--- src/rtl/core/segment_tree_min_max_xor_macros.svh ---
// Assertion macros for the segment tree block.
// Each macro expects clk and rst_n in the scope where it is used.
`ifndef SEGMENT_TREE_MIN_MAX_XOR_MACROS_SVH
`define SEGMENT_TREE_MIN_MAX_XOR_MACROS_SVH

`ifndef ASSERT_OFF
// Check cons in the same cycle as ante.
`define STMMX_ASSERT_SAME(lbl, ante, cons, msg) \
  lbl: assert property (@(posedge clk) disable iff (!rst_n) (ante) |-> (cons)) else $error(msg);
// Check cons in the cycle after ante.
`define STMMX_ASSERT_NEXT(lbl, ante, cons, msg) \
  lbl: assert property (@(posedge clk) disable iff (!rst_n) (ante) |=> (cons)) else $error(msg);
`else
`define STMMX_ASSERT_SAME(lbl, ante, cons, msg)
`define STMMX_ASSERT_NEXT(lbl, ante, cons, msg)
`endif

`endif

--- src/rtl/core/stmmx_pkg.sv ---
package stmmx_pkg;

  localparam int LEAVES  = 1024;
  localparam int DATA_W  = 32;
  localparam int NODES   = 2 * LEAVES;
  localparam int NODE_AW = $clog2(NODES);
  localparam int IDX_W   = $clog2(LEAVES);
  localparam int CNT_W   = IDX_W + 1;
  localparam int POS_W   = NODE_AW + 1;
  localparam int NODE_W  = 3 * DATA_W;

  localparam logic [CNT_W-1:0] LEAVES_C = CNT_W'(LEAVES);

  // Identities of the three combines
  localparam logic signed [DATA_W-1:0] MIN_ID = {1'b0, {(DATA_W-1){1'b1}}};
  localparam logic signed [DATA_W-1:0] MAX_ID = {1'b1, {(DATA_W-1){1'b0}}};

  typedef enum logic {
    REQ_UPDATE = 1'b0,
    REQ_QUERY  = 1'b1
  } req_type_t;

  localparam logic STAT_OK      = 1'b0;
  localparam logic STAT_BAD_IDX = 1'b1;

  typedef struct packed {
    req_type_t                  req_type;
    logic [IDX_W-1:0]           leaf_index;
    logic signed [DATA_W-1:0]   leaf_min;
    logic signed [DATA_W-1:0]   leaf_max;
    logic [DATA_W-1:0]          leaf_xor;
    logic [CNT_W-1:0]           range_lo;
    logic [CNT_W-1:0]           range_hi;
  } in_t;

  typedef struct packed {
    logic signed [DATA_W-1:0] res_min;
    logic signed [DATA_W-1:0] res_max;
    logic [DATA_W-1:0]        res_xor;
    logic                     status;
  } out_t;

  typedef struct packed {
    logic signed [DATA_W-1:0] nmin;
    logic signed [DATA_W-1:0] nmax;
    logic [DATA_W-1:0]        nxor;
  } node_t;

  localparam node_t NODE_ID = '{nmin: MIN_ID, nmax: MAX_ID, nxor: '0};

  typedef struct packed {
    logic               we;
    logic [NODE_AW-1:0] waddr;
    node_t              wdata;
    logic [NODE_AW-1:0] raddr;
  } mem_req_t;

  typedef enum logic [2:0] {
    ST_CLR,
    ST_IDLE,
    ST_DEC,
    ST_UPD_LVL,
    ST_QRY,
    ST_OUT
  } state_t;

endpackage

--- src/rtl/core/stmmx_comb.sv ---
module stmmx_comb (
  input  stmmx_pkg::node_t a,
  input  stmmx_pkg::node_t b,
  output stmmx_pkg::node_t y
);

  // Merge two nodes: signed min, signed max, xor
  always_comb begin
    y.nmin = (b.nmin < a.nmin) ? b.nmin : a.nmin;
    y.nmax = (a.nmax < b.nmax) ? b.nmax : a.nmax;
    y.nxor = a.nxor ^ b.nxor;
  end

endmodule

--- config.mk ---
export PLATFORM = sky130hd
export DESIGN_NAME = stmmx_comb
export DESIGN_NICKNAME = d
export VERILOG_FILES = /design/src/rtl/core/segment_tree_min_max_xor_macros.svh /design/src/rtl/core/stmmx_pkg.sv /design/src/rtl/core/stmmx_comb.sv
export SDC_FILE = /design/constraint.sdc
export NUM_CORES = 1
export LEC_CHECK = 0
export BUFFER_PORTS_ARGS = -buffer_cell sky130_fd_sc_hd__clkbuf_2
export CORE_AREA = 3 3 111 113
export DETAILED_ROUTE_END_ITERATION = 10
export DIE_AREA = 0 0 114 116
export PLACE_DENSITY = 0.63
export SLEW_MARGIN = 20
export SYNTH_ARGS = -nofsm -noshare
export SYNTH_HDL_FRONTEND = slang
export SYNTH_SLANG_ARGS = --single-unit
--- constraint.sdc ---
create_clock -name vclk -period 3.2
set_input_delay 0.32 -clock vclk [all_inputs]
set_output_delay 0.32 -clock vclk [all_outputs]
set_load 0.01 [all_outputs]
# After elaboration in Yosys (flattened, before gate mapping)
# Cells that the tools add are included.
[totals] regBits=0 in_bits=192 word_cells=5 output_inout_bits=96
[classes] n_mux=2 bitwise=1 n_lt_le_gt_ge=2
[ops] cell="$lt A32 B32 Y1" n=2
[ops] cell="$mux W32" n=2
[ops] cell="$xor A32 B32 Y32" n=1

# Logic depth before layout (Yosys ltp)
# Gate-level depths: netlist of the first run.
[logic_depth] word_depth=2 depth_mapped=9 ltp_nobuf=8

# Worst setup path before layout of the first run
# OpenSTA, ideal clock, no wires.
[synth_path] kind="input to output" from="input a[89] (netlist bit)" to="output y[77] (netlist bit)" path_buffers=1 t_required_ns=2.880 setup_slack_ns=0.503 cell_stages=9 t_arrival_ns=2.377 path_cell_list="inv_1 ha_1 a21o_1 a221o_1 a211oi_2 o22ai_1 a211oi_4 buf_6 mux2_1"
[synth_lines] item="from (decl)" line_no="stmmx_comb.sv:2" rtl="input stmmx_pkg::node_t a,"
[synth_lines] item="to (decl)" line_no="stmmx_comb.sv:4" rtl="output stmmx_pkg::node_t y"

==> run metrics, run 1 <==
run status=complete, no violations; initial antenna violation count=0; Final Net Count=866; crit path launch type=primary input; clock period minus worst slack=just over 3 ns; # hold bufs at CTS=0; die height=between 100 and 150 um; cell count after synthesis=~330; Ys Warns=0; ant diodes=0; Worst Path Arrival=2.73 ns; wire length per cell=11.2 um; Worst path most repeated cell=clkbuf_2; DRC violations left=0; P_int=between 400 and 500 uW; # Post-CTS Setup Buffers=0; slowest CP cell=mux2_2; Slew Viols, Final=0; Post-Syn Area=about 2700 um^2; Hold Path Class=primary input to primary output; count leader, synth=inv_1; Post-Route WL=8460 um; vias in the first global route=about 3000; register area=0 um^2; Pre-Repair DR Iteration Count=3; Worst VDD drop=0.0987 mV; most crowded layer after global routing=met2; Slew HR=0.769; RD Place Congestion=between 0.8 and 0.9; WHS Endpoint=y[7]; die area=~13000 um^2; clk_buf instances=0; Post-synth top cells=64 x inv_1, 62 x ha_1, 61 x mux2_2; final HPWL from detailed placement=approximately 8100 um; Starting Density=0.235; RSZ-0062 raised after global routing=no; post-synth top area share=0.289; met3 GRT Util=0.00313; die width=between 100 and 150 um; I/O pin count=between 200 and 300; Worst Path Required=around 2.9 ns; critical-path cell list=clkbuf_2 -> inv_1 -> ha_1 -> a21o_1 -> a221o_1 -> a211oi_2 -> o22ai_1 -> a211oi_4 -> buf_12 -> mux2_2 -> clkbuf_2; leakage power=~0.0026 uW; Clk network pwr share=0; endpoints failing setup=0; fmax=roughly 330 MHz; DRT iter0 DRCs=49; largest net degree at the start of global routing=32; seq_cells=0; slowest stage delay, CP=between 0.3 and 0.4 ns; first-pass GRT wire length=approximately 13000 um; combinational group share of total power=1.000; Tightest Pin Transition=0.346 ns; Hold Vio Cnt, Final=0; CP Capture Type=primary output; cell taking the most area after synthesis=ha_1; Vias/cell=4.34; Area contributors post-synth=ha_1 29%, mux2_2 26%, xor2_1 10%; grt met2 use=0.219; hold path startpoint=a[7]; ANT nets after route=0; post-CTS sizing=0; overflow left after global routing=0; Net Count, Synth=580; via count=3268; Area Overhead vs Synth=59.4%; sw frac=0.477; final worst path period share=0.955; Worst Path Class, Setup=primary input to primary output; sequential area share after synthesis=0; share of power burned in registers=0; P per Cell Area=about 190 nW/um^2; Global Route Usage Sum=0.109; fin util=0.374; Placement Rows=39; syn avg cell area=8.22 um^2; hold slack=roughly 0.9 ns; Post-DP Area=4270 um^2; share of cells above drive strength 1=0.582; setup TNS=0 ns; hold depth=3; post-route cell area=approximately 4300 um^2; post-synth cell types=25; MaxCap Viol Count=0; GR Util met1=0.135; core region area=between 10000 and 15000 um^2; crit path max fanout=31; port bufs=approximately 290; Psw=around 380 uW
-- area by class of cell --
type,instances,area [um^2]
inverters,64,240
repair buffers,290,1480
fillers,1260,7150
multi-input cells,256,2370
well taps,143,179
-- routing by layer --
layer / up-vias / share of wire / routed length [um]
met3: 2 / 0.063 / 530
met4: 0 / 0.0032 / 27
met2: 110 / 0.54 / 4590
met5: - / 0 / 0
met1: 1435 / 0.39 / 3310
li1: 1721 / - / -
-- metrics by stage --
stage	setup WS (ns)	total power, uW	std cells
floorplan	0.503	476	326
global placement	0.129	806	753
detailed placement	0.139	810	753
CTS	0.125	815	753
global route	0.00838	891	753
finish	0.145	801	753
-- how the worst max path moves through the flow --
| stage | endpoint | start | cells past startpoint |
|---|---|---|---|
| after floorplan | y[77] | a[89] | 9 |
| after global placement | y[56] | b[57] | 11 |
| after detailed placement | y[57] | b[57] | 11 |
| after CTS | y[57] | b[57] | 11 |
| after global routing | y[60] | b[57] | 11 |
| final | y[39] | b[57] | 11 |
-- critical path, delay by kind of cell --
kind,cells,cell delay [ns]
muxes,1,0.36
AOI/OAI and AO/OA,5,1.23
adders and majority gates,1,0.29
buffers and inverters,4,0.51
-- logic make-up (layout without fill, tap and decap cells) --
group                    after synthesis  count (layout)  synth area share
multiplexers                          64              64             0.269
adder cells (fa/ha/maj)               62              62             0.289
XOR/XNOR                              32              32             0.105
AO/OA/AOI/OAI                         52              52             0.134
buffers and inverters                 70             354             0.115
AND/OR/NAND/NOR                       46              46            0.0878
-- power groups by stage --
stage          Combinational, uW  Clock (uW)  Sequential [uW]
2_1_floorplan                476           0                0
4_1_cts                      815           0                0
3_5_place_dp                 810           0                0
5_1_grt                      891           0                0
6_report                     801           0                0
3_3_place_gp                 806           0                0
-- cells in the final DEF, fill, tap and decap left out --
cell type / n
nand3_1: 6
o22ai_1: 2
clkbuf_2: 288
mux2_2: 61
or3_1: 2
a211o_1: 4
xor2_1: 32
o221ai_1: 2
a211oi_4: 2
nand2_1: 14
mux2_1: 3
buf_12: 2
nand4_1: 6
a21oi_1: 24
ha_1: 62
nor2_1: 8
inv_1: 64
a21o_1: 4
a31oi_1: 2
a221o_1: 2
and4_1: 4
and2_1: 4
a221oi_1: 2
o21ai_0: 6
nand2b_1: 2
a211oi_2: 2
Note: power is estimated with default switching activity, not from simulation.
==> inputs of run 2 (changes only) <==
--- a/config.mk
+++ b/config.mk
@@ -5,10 +5,12 @@
 export SDC_FILE = /design/constraint.sdc
 export NUM_CORES = 1
 export LEC_CHECK = 0
+export ABC_CLOCK_PERIOD_IN_PS = 3200
 export BUFFER_PORTS_ARGS = -buffer_cell sky130_fd_sc_hd__clkbuf_2
 export CORE_AREA = 3 3 111 113
 export DETAILED_ROUTE_END_ITERATION = 10
 export DIE_AREA = 0 0 114 116
+export MAX_ROUTING_LAYER = met4
 export PLACE_DENSITY = 0.63
 export SLEW_MARGIN = 20
 export SYNTH_ARGS = -nofsm -noshare
==> run 2 against run 1 <==
  * Clock-buffer cell count unchanged
  * First-iteration DRC count unchanged
  * Final area unchanged
  * Global-route usage increased by 0.33 points
  * Combinational power about the same
  * Critical path depth unchanged
  * Utilization unchanged
  * Fmax about the same
  * Setup slack got worse by 0.00059 ns
  * Power about the same
  * Routed wire length about the same
  * Largest cell class unchanged
  * Largest power group unchanged
  * Highest routed layer unchanged
==> run metrics, run 2 (synthesis results as in run 1) <==
run status=complete, no violations; Worst VDD drop=just under 0.1 mV; leakage power=0.00264 uW; RD Place Congestion=approximately 0.84; fillers=around 1300; Vias/cell=roughly 4.3; Hold Path Class=primary input to primary output; register area=0 um^2; fmax=roughly 330 MHz; Slew HR=0.769; core region area=about 11000 um^2; Slew Viols, Final=0; final HPWL from detailed placement=8110 um; first-pass GRT wire length=between 10000 and 15000 um; Power Total=~800 uW; DRT iter0 DRCs=between 40 and 50; CP Capture Type=primary output; Critical Path Start=b[57]; port bufs=~290; commonest non-fill, non-tap cell in the layout=clkbuf_2; Post-DP Area=roughly 4300 um^2; clk_buf instances=0; overflow left after global routing=0; P per Cell Area=188 nW/um^2; crit path launch type=primary input; last element of the critical path=y[48]; Worst Path Required=around 2.9 ns; share of cells above drive strength 1=0.582; ANT nets after route=0; Worst Path Class, Setup=primary input to primary output; commonest non-fill, non-tap cells in the layout=288 x clkbuf_2, 64 x inv_1, 62 x ha_1, 61 x mux2_2, 32 x xor2_1; Area Overhead vs Synth=59.4%; die height=about 120 um; worst setup margin=about 0.14 ns; DRC violations left=0; # Post-CTS Setup Buffers=0; Post-Route WL=8450 um; RSZ-0062 raised after global routing=no; via count=approximately 3300; # hold bufs at CTS=0; die area=approximately 13000 um^2; wire length per cell=between 10 and 15 um; Pre-Repair DR Iteration Count=3; Final Net Count=just under 900; post-route cell area=roughly 4300 um^2; seq_cells=0; crit path max fanout=31; Worst Path Arrival=about 2.7 ns; largest net degree at the start of global routing=32; clock period minus worst slack=3.06 ns; Starting Density=0.235; initial antenna violation count=0; endpoints failing setup=0; Hold Vio Cnt, Final=0; final worst path period share=0.955; setup TNS=0 ns; ant diodes=0; Tightest Pin Transition=roughly 0.35 ns; MaxCap Viol Count=0; pre-CTS WS=approximately 0.14 ns; post-CTS sizing=0; die width=~110 um; Global Route Usage Sum=0.112; I/O pin count=between 200 and 300; Placement Rows=39; vias in the first global route=between 2000 and 3000
-- run 2: cell counts in the layout (fill, tap and decap cells not counted) --
No cell type changed its count.
-- run 2: per-stage QoR --
stage | instances | util | hold slack, ns
final | 753 | 0.374 | 0.890
after floorplan | 326 | - | 0.716
after detailed placement | 753 | 0.374 | 0.893
after global routing | 753 | 0.374 | 0.902
after global placement | 753 | 0.374 | 0.892
after CTS | 753 | 0.374 | 0.893
-- run 2: worst min-delay path by stage --
stage,startpoint,end,cells past startpoint
after floorplan,a[0],y[0],1
after global placement,a[6],y[6],3
after detailed placement,a[7],y[7],3
after CTS,a[7],y[7],3
after global routing,a[6],y[6],3
final,a[7],y[7],3
-- run 2: area by class of cell --
cell class,count,area (um^2),share of cell area
timing repair buffer,290,1480,0.347
tap,143,179,0.0419
multi-input combinational,256,2370,0.555
inverter,64,240,0.0562
-- run 2: worst max-delay path: stages --
cell and delay, ns:
clkbuf_2 0.11, inv_1 0.04, ha_1 0.29, a21o_1 0.19, a221o_1 0.34, a211oi_2 0.28
o22ai_1 0.16, a211oi_4 0.26, buf_12 0.23, mux2_2 0.36, clkbuf_2 0.13
-- run 2: power by group --
group | switching, uW | leakage [uW] | internal, uW
Combinational | 382 | 0.00264 | 419
Sequential | 0 | 0 | 0
Clock | 0 | 0 | 0
-- run 2: layer usage --
metal  vias up  GRT usage  share of wire
met5         -          -              0
met4         0    0.00317         0.0032
met3         2    0.00209          0.061
met2       110      0.219           0.54
met1      1435      0.136           0.39
li1       1721          -              -
