**config.mk**
```make
export PLATFORM = sky130hd
export DESIGN_NAME = stmmx_seq
export DESIGN_NICKNAME = d
export VERILOG_FILES = /design/src/rtl/core/segment_tree_min_max_xor_macros.svh /design/src/rtl/core/stmmx_pkg.sv /design/src/rtl/core/stmmx_seq.sv
export SDC_FILE = /design/constraint.sdc
export NUM_CORES = 1
export LEC_CHECK = 0
export BUFFER_PORTS_ARGS = -buffer_cell sky130_fd_sc_hd__buf_2
export CAP_MARGIN = 30
export CORE_AREA = 2 2 253 255
export CTS_BUF_LIST = sky130_fd_sc_hd__clkbuf_16
export DETAILED_ROUTE_END_ITERATION = 16
export DIE_AREA = 0 0 255 257
export GPL_TIMING_DRIVEN = 0
export MAX_ROUTING_LAYER = met4
export PLACE_DENSITY = 0.5
export SYNTH_ARGS = -nofsm -noshare
export SYNTH_HDL_FRONTEND = slang
export SYNTH_SLANG_ARGS = --single-unit
```
**constraint.sdc**
```tcl
create_clock -name clk -period 20 [get_ports clk]
set_clock_uncertainty 0.2 [all_clocks]
set_input_delay 3 -clock clk [delete_from_list [all_inputs] [get_ports clk]]
set_output_delay 3 -clock clk [all_outputs]
set_load 0.03 [all_outputs]
```
**src/rtl/core/segment_tree_min_max_xor_macros.svh**
```systemverilog
// Assertion macros for the segment tree block.
// Each macro expects clk and rst_n in the scope where it is used.
`ifndef SEGMENT_TREE_MIN_MAX_XOR_MACROS_SVH
`define SEGMENT_TREE_MIN_MAX_XOR_MACROS_SVH

`ifndef ASSERT_OFF
// Check cons in the same cycle as ante.
`define STMMX_ASSERT_SAME(lbl, ante, cons, msg) \
  lbl: assert property (@(posedge clk) disable iff (!rst_n) (ante) |-> (cons)) else $error(msg);
// Check cons in the cycle after ante.
`define STMMX_ASSERT_NEXT(lbl, ante, cons, msg) \
  lbl: assert property (@(posedge clk) disable iff (!rst_n) (ante) |=> (cons)) else $error(msg);
`else
`define STMMX_ASSERT_SAME(lbl, ante, cons, msg)
`define STMMX_ASSERT_NEXT(lbl, ante, cons, msg)
`endif

`endif

```
**src/rtl/core/stmmx_pkg.sv**
```systemverilog
package stmmx_pkg;

  localparam int LEAVES  = 1024;
  localparam int DATA_W  = 32;
  localparam int NODES   = 2 * LEAVES;
  localparam int NODE_AW = $clog2(NODES);
  localparam int IDX_W   = $clog2(LEAVES);
  localparam int CNT_W   = IDX_W + 1;
  localparam int POS_W   = NODE_AW + 1;
  localparam int NODE_W  = 3 * DATA_W;

  localparam logic [CNT_W-1:0] LEAVES_C = CNT_W'(LEAVES);

  // Identities of the three combines
  localparam logic signed [DATA_W-1:0] MIN_ID = {1'b0, {(DATA_W-1){1'b1}}};
  localparam logic signed [DATA_W-1:0] MAX_ID = {1'b1, {(DATA_W-1){1'b0}}};

  typedef enum logic {
    REQ_UPDATE = 1'b0,
    REQ_QUERY  = 1'b1
  } req_type_t;

  localparam logic STAT_OK      = 1'b0;
  localparam logic STAT_BAD_IDX = 1'b1;

  typedef struct packed {
    req_type_t                  req_type;
    logic [IDX_W-1:0]           leaf_index;
    logic signed [DATA_W-1:0]   leaf_min;
    logic signed [DATA_W-1:0]   leaf_max;
    logic [DATA_W-1:0]          leaf_xor;
    logic [CNT_W-1:0]           range_lo;
    logic [CNT_W-1:0]           range_hi;
  } in_t;

  typedef struct packed {
    logic signed [DATA_W-1:0] res_min;
    logic signed [DATA_W-1:0] res_max;
    logic [DATA_W-1:0]        res_xor;
    logic                     status;
  } out_t;

  typedef struct packed {
    logic signed [DATA_W-1:0] nmin;
    logic signed [DATA_W-1:0] nmax;
    logic [DATA_W-1:0]        nxor;
  } node_t;

  localparam node_t NODE_ID = '{nmin: MIN_ID, nmax: MAX_ID, nxor: '0};

  typedef struct packed {
    logic               we;
    logic [NODE_AW-1:0] waddr;
    node_t              wdata;
    logic [NODE_AW-1:0] raddr;
  } mem_req_t;

  typedef enum logic [2:0] {
    ST_CLR,
    ST_IDLE,
    ST_DEC,
    ST_UPD_LVL,
    ST_QRY,
    ST_OUT
  } state_t;

endpackage

```
**src/rtl/core/stmmx_seq.sv**
```systemverilog
module stmmx_seq (
  input  logic                           clk,
  input  logic                           rst_n,
  input  logic                           start,
  input  stmmx_pkg::in_t                 in_item,
  input  logic                           cfg_valid,
  input  logic [stmmx_pkg::CNT_W-1:0]    cfg_data,
  output logic                           busy,
  output logic                           out_valid,
  output stmmx_pkg::out_t                out_item,
  output stmmx_pkg::mem_req_t            mreq,
  input  stmmx_pkg::node_t               rdata,
  output stmmx_pkg::node_t               comb_a,
  input  stmmx_pkg::node_t               comb_y
);

  stmmx_pkg::state_t                 state_r, state_nxt;
  logic [stmmx_pkg::NODE_AW-1:0]     clr_cnt_r, clr_cnt_nxt;
  logic [stmmx_pkg::CNT_W-1:0]       n_used_r;
  stmmx_pkg::in_t                    req_r, req_nxt;
  logic [stmmx_pkg::NODE_AW-1:0]     k_r, k_nxt;
  logic [stmmx_pkg::POS_W-1:0]       l_r, l_nxt, r_r, r_nxt;
  logic                              pend_r, pend_nxt;
  stmmx_pkg::node_t                  acc_r, acc_nxt;
  logic                              stat_r, stat_nxt;
  logic                              out_valid_r, out_valid_nxt;
  stmmx_pkg::out_t                   out_r, out_nxt;

  logic [stmmx_pkg::CNT_W-1:0]       n_eff;
  logic [stmmx_pkg::CNT_W-1:0]       hi_c;
  logic                              idx_ok;
  logic                              q_nonempty;
  logic [stmmx_pkg::NODE_AW-1:0]     leaf_k;
  logic [stmmx_pkg::NODE_AW-1:0]     parent_k;
  logic                              l_lt_r;
  logic [stmmx_pkg::POS_W-1:0]       l_inc;
  logic [stmmx_pkg::POS_W-1:0]       r_dec;
  stmmx_pkg::node_t                  leaf_val;

  // Decode the latched item against the leaf count in use
  always_comb begin
    n_eff      = (n_used_r > stmmx_pkg::LEAVES_C) ? stmmx_pkg::LEAVES_C : n_used_r;
    idx_ok     = {1'b0, req_r.leaf_index} < n_eff;
    hi_c       = (req_r.range_hi > n_eff) ? n_eff : req_r.range_hi;
    q_nonempty = req_r.range_lo < hi_c;
    leaf_k     = {1'b1, req_r.leaf_index};
    parent_k   = k_r >> 1;
    l_lt_r     = l_r < r_r;
    l_inc      = l_r + stmmx_pkg::POS_W'(1);
    r_dec      = r_r - stmmx_pkg::POS_W'(1);
    leaf_val   = '{nmin: req_r.leaf_min, nmax: req_r.leaf_max, nxor: req_r.leaf_xor};
  end

  // Next state
  always_comb begin
    state_nxt = state_r;
    unique case (state_r)
      stmmx_pkg::ST_CLR: begin
        if (clr_cnt_r == '1) state_nxt = stmmx_pkg::ST_IDLE;
      end
      stmmx_pkg::ST_IDLE: begin
        if (start) state_nxt = stmmx_pkg::ST_DEC;
      end
      stmmx_pkg::ST_DEC: begin
        if (req_r.req_type == stmmx_pkg::REQ_UPDATE) begin
          state_nxt = idx_ok ? stmmx_pkg::ST_UPD_LVL : stmmx_pkg::ST_OUT;
        end else begin
          state_nxt = q_nonempty ? stmmx_pkg::ST_QRY : stmmx_pkg::ST_OUT;
        end
      end
      stmmx_pkg::ST_UPD_LVL: begin
        if (parent_k == stmmx_pkg::NODE_AW'(1)) state_nxt = stmmx_pkg::ST_OUT;
      end
      stmmx_pkg::ST_QRY: begin
        if (!l_lt_r && !pend_r) state_nxt = stmmx_pkg::ST_OUT;
      end
      stmmx_pkg::ST_OUT: begin
        state_nxt = stmmx_pkg::ST_IDLE;
      end
      default: state_nxt = stmmx_pkg::ST_IDLE;
    endcase
  end

  // Datapath control and memory requests
  always_comb begin
    mreq.we       = 1'b0;
    mreq.waddr    = clr_cnt_r;
    mreq.wdata    = stmmx_pkg::NODE_ID;
    mreq.raddr    = '0;
    clr_cnt_nxt   = clr_cnt_r;
    req_nxt       = req_r;
    k_nxt         = k_r;
    l_nxt         = l_r;
    r_nxt         = r_r;
    pend_nxt      = 1'b0;
    acc_nxt       = acc_r;
    stat_nxt      = stat_r;
    out_valid_nxt = 1'b0;
    out_nxt       = out_r;
    unique case (state_r)
      stmmx_pkg::ST_CLR: begin
        // sweep identities through the store
        mreq.we     = 1'b1;
        clr_cnt_nxt = clr_cnt_r + stmmx_pkg::NODE_AW'(1);
      end
      stmmx_pkg::ST_IDLE: begin
        if (start) req_nxt = in_item;
      end
      stmmx_pkg::ST_DEC: begin
        stat_nxt = stmmx_pkg::STAT_OK;
        acc_nxt  = stmmx_pkg::NODE_ID;
        if (req_r.req_type == stmmx_pkg::REQ_UPDATE) begin
          if (idx_ok) begin
            // write the leaf, fetch its sibling
            mreq.we    = 1'b1;
            mreq.waddr = leaf_k;
            mreq.wdata = leaf_val;
            mreq.raddr = leaf_k ^ stmmx_pkg::NODE_AW'(1);
            acc_nxt    = leaf_val;
            k_nxt      = leaf_k;
          end else begin
            stat_nxt = stmmx_pkg::STAT_BAD_IDX;
          end
        end else begin
          l_nxt = stmmx_pkg::POS_W'(req_r.range_lo) + stmmx_pkg::POS_W'(stmmx_pkg::LEAVES);
          r_nxt = stmmx_pkg::POS_W'(hi_c) + stmmx_pkg::POS_W'(stmmx_pkg::LEAVES);
        end
      end
      stmmx_pkg::ST_UPD_LVL: begin
        // merge with sibling, write parent, fetch parent's sibling
        mreq.we    = 1'b1;
        mreq.waddr = parent_k;
        mreq.wdata = comb_y;
        mreq.raddr = parent_k ^ stmmx_pkg::NODE_AW'(1);
        acc_nxt    = comb_y;
        k_nxt      = parent_k;
      end
      stmmx_pkg::ST_QRY: begin
        // fold the node read last cycle
        if (pend_r) acc_nxt = comb_y;
        if (l_lt_r) begin
          if (l_r[0]) begin
            mreq.raddr = l_r[stmmx_pkg::NODE_AW-1:0];
            pend_nxt   = 1'b1;
            if (r_r[0]) begin
              l_nxt = l_inc;
            end else begin
              l_nxt = l_inc >> 1;
              r_nxt = r_r >> 1;
            end
          end else if (r_r[0]) begin
            mreq.raddr = r_dec[stmmx_pkg::NODE_AW-1:0];
            pend_nxt   = 1'b1;
            l_nxt      = l_r >> 1;
            r_nxt      = r_dec >> 1;
          end else begin
            l_nxt = l_r >> 1;
            r_nxt = r_r >> 1;
          end
        end
      end
      stmmx_pkg::ST_OUT: begin
        out_valid_nxt = 1'b1;
        if (req_r.req_type == stmmx_pkg::REQ_QUERY) begin
          out_nxt = '{res_min: acc_r.nmin, res_max: acc_r.nmax, res_xor: acc_r.nxor,
                      status: stmmx_pkg::STAT_OK};
        end else begin
          out_nxt = '{res_min: '0, res_max: '0, res_xor: '0, status: stat_r};
        end
      end
      default: begin
        mreq.we = 1'b0;
      end
    endcase
  end

  // Control registers
  always_ff @(posedge clk) begin
    if (!rst_n) begin
      state_r     <= stmmx_pkg::ST_CLR;
      clr_cnt_r   <= '0;
      pend_r      <= 1'b0;
      out_valid_r <= 1'b0;
      n_used_r    <= stmmx_pkg::LEAVES_C;
    end else begin
      state_r     <= state_nxt;
      clr_cnt_r   <= clr_cnt_nxt;
      pend_r      <= pend_nxt;
      out_valid_r <= out_valid_nxt;
      if (cfg_valid) n_used_r <= cfg_data;
    end
  end

  // Payload registers
  always_ff @(posedge clk) begin
    req_r  <= req_nxt;
    k_r    <= k_nxt;
    l_r    <= l_nxt;
    r_r    <= r_nxt;
    acc_r  <= acc_nxt;
    stat_r <= stat_nxt;
    out_r  <= out_nxt;
  end

  assign busy      = (state_r != stmmx_pkg::ST_IDLE);
  assign out_valid = out_valid_r;
  assign out_item  = out_r;
  assign comb_a    = acc_r;

endmodule

```
Word level (Yosys, flattened, before mapping)
Index checks and enable logic that the tools add are counted.
{"block": "word_totals", "regBits": 385, "in_bits": 336, "out_inout_bits": 314, "word_cells": 109}
{"block": "classes", "addsub": 5, "n_lt_le_gt_ge": 5, "n_eq_ne": 18, "muxes": 40, "bitwise": 2, "reduce_logical": 15}
{"op": "96-bit two-way mux", "count": 3}
{"op": "96-bit case mux with 3 select lines", "count": 1}
{"op": "119-bit two-way mux", "count": 2}
{"op": "107-bit case mux with 2 select lines", "count": 1}
{"op": "12-bit two-way mux", "count": 8}
{"op": "11-bit two-way mux", "count": 8}
{"op": "12-bit case mux with 2 select lines", "count": 2}
{"op": "11-bit case mux with 3 select lines", "count": 1}
{"op": "11-bit by 11-bit adder with 12-bit output (second input constant)", "count": 2}
{"op": "11-bit case mux with 2 select lines", "count": 1}
{"op": "3-bit two-way mux", "count": 6}
{"op": "2-bit inequality test (second input constant)", "count": 9}
{"op": "3-bit case mux with 5 select lines", "count": 1}
{"op": "12-bit by 1-bit adder with 12-bit output (second input constant)", "count": 1}
{"op": "12-bit less-than comparator", "count": 1}
{"op": "12-bit by 1-bit subtractor with 12-bit output (second input constant)", "count": 1}
{"op": "11-bit by 1-bit adder with 11-bit output (second input constant)", "count": 1}
{"op": "11-bit == test (second input constant)", "count": 1}
{"op": "11-bit greater-than comparator", "count": 1}
{"op": "11-bit greater-than comparator (second input constant)", "count": 1}
{"op": "10-bit by 11-bit less-than comparator with 1-bit output", "count": 1}
{"op": "11-bit less-than comparator", "count": 1}
{"op": "10-bit by 1-bit == test with 1-bit output (second input constant)", "count": 1}
{"op": "3-bit AND reduction", "count": 3}
{"op": "other kinds (16)", "count": 27}

Longest topological paths before layout
{"block": "logic_depth", "depth_word": 8, "mapped_depth": 17, "depth_no_buf": 16}

Worst setup path after synthesis
OpenSTA, ideal clock, no wires.
{"block": "synth_path", "kind": "flip-flop to flip-flop", "start": "register state_r[0]", "end": "register out_r (netlist bit out_item[0]), enable pin", "setup_ns": 0.674, "t_arrival_ns": 7.402, "required_time_ns": 19.126, "slack_ns": 11.725, "path_stages_with_launch": 5, "path_buffers": 2, "synth_period_minus_slack_ns": 8.275, "cell_sequence": "dfxtp_1 buf_2 inv_1 buf_1 nor3_1"}
{"block": "synth_via", "elab_chain_len": 1}
{"element": "start: declaration", "line_no": "stmmx_seq.sv:17", "rtl": "stmmx_pkg::state_t state_r, state_nxt;"}
{"element": "start signal: assignment", "line_no": "stmmx_seq.sv:180", "rtl": "state_r <= stmmx_pkg::ST_CLR;"}
{"element": "start signal: assignment", "line_no": "stmmx_seq.sv:186", "rtl": "state_r <= state_nxt;"}
{"element": "3-bit == test", "line_no": "stmmx_seq.sv:100", "rtl": "unique case (state_r)"}
{"element": "end signal: assignment", "line_no": "stmmx_seq.sv:202", "rtl": "out_r <= out_nxt;"}
{"element": "end: declaration", "line_no": "stmmx_seq.sv:27", "rtl": "stmmx_pkg::out_t out_r, out_nxt;"}
No other way between the ends.
A chain may end at the register's enable or synchronous reset.

==> metrics.txt <==
status=finished, final reports clean; post-route cell area=23,200 µm²; most frequent cell after synthesis=edfxtp_1; Post-synth EDFFs=357; Routed WL=70,400 µm; synthesized cell area=17,500 µm²; Slew HR=0.343; GRT Overall Usage=0.213; Syn Area/Cell=12.1 µm²; Post-Syn Instances=1,451; critical path peak fanout=10; largest net degree at the start of global routing=61; clk_lat worst skew=0.61 ns; hold slack final=0.317 ns; worst hold path depth=2; layout cell share with drive strength beyond 1=0.316; die footprint=65,500 µm²; Tmin final=8.22 ns; CTS sink count=384; Yosys cell types=63; hold_buf cts=0; hold endpoint=n_used_r[4]; number of iterations in the first detailed-routing pass=5; Vert. Die Dim=257 µm; RR Endpoint=state_r[0]; P&R area growth vs syn=32.5%; nets@finish=2,452; post-CTS resize count=0; Syn Nets=1,830; Initial Util=0.279; number of global-route vias before repair=14,100; Simple-Gate Fraction of Synth Area=0.149; CP Launch Type=register; crit path max-delay cell type=clkbuf_1; area leader, netlist=edfxtp_1; Reg2Reg Depth=16; beginning of the worst hold path=n_used_r[4]; Post-Synth Adder-Cell Area=0.0308; Worst setup EP type=output port; die width=255 µm; global placement routability congestion=0.922; max-cap violation count=0; Cell Pwr Density=77.4 nW/µm²; Most common cell on crit path=buf_2; Worst EP arrival=5.02 ns; core area=62,700 µm²; Yosys Warn Count=0; top cells by count, synth=edfxtp_1 (357), nand2_1 (276), o21ai_0 (121); setup bufs post-CTS=0; Final TNS setup=0 ns; vias=14,500; Peak supply drop=0.0548 mV; Hold Path Class=register to register; FILL cells=6,192; 1st-iter DRT viols=1,194; required time worst endpoint=16.80 ns; top cell type's share of synthesized area=0.613; asr flop ratio synth=0; R2R setup slack=15.18 ns; max-slew violation count=0; largest family of logic cells by synthesized area=simple AND/OR/NAND/NOR gates; leakage=9.17 nW; Crit Path Category=register to output port; Slowest Stage Delay on Critical Path=0.67 ns; # DRC=0; post-synthesis mux area share=0.0127; unrepaired setup endpoints after global routing=false; post-DR vias/cell=4.88; TritonCTS clock tree=yes; final hold viol count=0; final setup fails=0; Top Family by Delay on Critical Path=buffers and inverters; reg-to-reg critical path startpoint=n_used_r[10]; Most used DFF post-synth=edfxtp_1; initial antenna violation count=5; FF+latch count, synth=384; Max Fclk=0.122 GHz; maximum clock path buffer count=3; Routed Antenna Nets=0; Routed WL per cell=23.8 µm; Root Buffer=clkbuf_16; DP Wirelength=53,900 µm; Clock H-tree levels=2; first-pass GRT wire length=99,100 µm; buffers and inverters on the worst path=6; sequential fraction of the synthesis area=0.644; clock slew at reported path FFs=0.06 ns; post-synthesis xor/xnor area fraction=0.00801; crit-path cells=clkbuf_1 -> nor2b_1 -> inv_1 -> ha_1 -> and3_1 -> o211ai_1 -> o32ai_1 -> a211o_1 -> buf_2 -> buf_2 -> clkbuf_1 -> nand3_1 -> nand4_1 -> buf_2; I/O pin count=650; CTS Buf Count=47; Worst-Margin Slew=0.983 ns; post-synthesis compound-gate area fraction=0.125; largest cells by area after synthesis=edfxtp_1 (61%), nand2_1 (5.9%), and2_1 (3.8%); PortBufs=552; # rows=92; Final Cycle Share=0.411; Post-DP Area=21,600 µm²; remaining global-route overflow=0
## worst max path at each step
stage                  from  cells after the start  slack [ns]           to
3_5_place_dp   n_used_r[10]                     14       12.26    mreq[109]
4_1_cts        n_used_r[10]                     14       11.61    mreq[109]
5_1_grt        n_used_r[10]                     14       11.45    mreq[109]
2_1_floorplan    state_r[0]                      4       11.72  out_item[0]
6_report       n_used_r[10]                     14       11.78    mreq[109]
3_3_place_gp     state_r[0]                      5        6.52    out_valid
## cells by family after synthesis
group / after synthesis
simple gates: 542
flops: 384
compound gates: 317
buf+inv: 127
fa+ha+maj: 43
mux: 22
xor+xnor: 16
## where the power goes
part / leakage, nW / switching (mW) / internal [mW]
clock network: 0.787 / 0.359 / 0.507
registers: 3.47 / 0.00164 / 0.872
logic: 4.91 / 0.0276 / 0.0259
## flip-flops by register name (all words and copies together) (netlist names)
| register | flops |
|---|---|
| clr_cnt_r | 11 |
| comb_a | 96 |
| k_r | 10 |
| l_r | 12 |
| leaf_k | 10 |
| leaf_val | 96 |
| n_used_r | 11 |
| out_item | 97 |
| out_valid | 1 |
| pend_r | 1 |
| r_r | 12 |
| req_r | 23 |
| stat_r | 1 |
| state_r | 3 |
## placed cells by master, fill, tap and decap left out, types with 43 or more instances in the layout
cell type	instances
clkbuf_1	79
ha_1	43
nand2_1	275
a22o_1	60
clkbuf_16	47
buf_2	556
o21ai_0	120
edfxtp_1	357
and2_1	106
nand3_1	45
## metal layers
metal	GRT usage	wire [µm]	vias to the layer above	part of all wire
li1	-	-	6616	-
met4	0.0622	1850	0	0.026
met1	0.268	29600	7127	0.42
met3	0.0385	4690	125	0.067
met2	0.350	34300	601	0.49
met5	-	0	-	0
## per-stage QoR
step	util	power (mW)	worst slack [ns]	std cells
finish	0.370	1.79	11.78	2962
global route	0.369	1.85	11.45	2960
CTS	0.369	1.81	11.61	2957
detailed placement	0.345	0.944	12.26	2870
global placement	0.340	0.943	6.52	2849
floorplan	-	0.908	11.72	1451
## tightest hold or removal path, cell delays in order, from the launching register on
cell and delay (ns):
dfxtp_1 0.32, mux2i_1 0.06, nor2b_1 0.10
## final cells by class
class                   instances  area (µm²)  area share
clock inverters                40         375      0.0162
multi-input cells             940        5720       0.247
clock buffers                  47        1180      0.0507
inverters                      31         116     0.00502
repair buffers                573        3050       0.132
plain buffers                  96         417      0.0180
well taps                     846        1060      0.0457
flip-flops and latches        384       11300       0.486
diodes                          5        12.5    0.000540
Note: power is estimated with default switching activity, not from simulation.
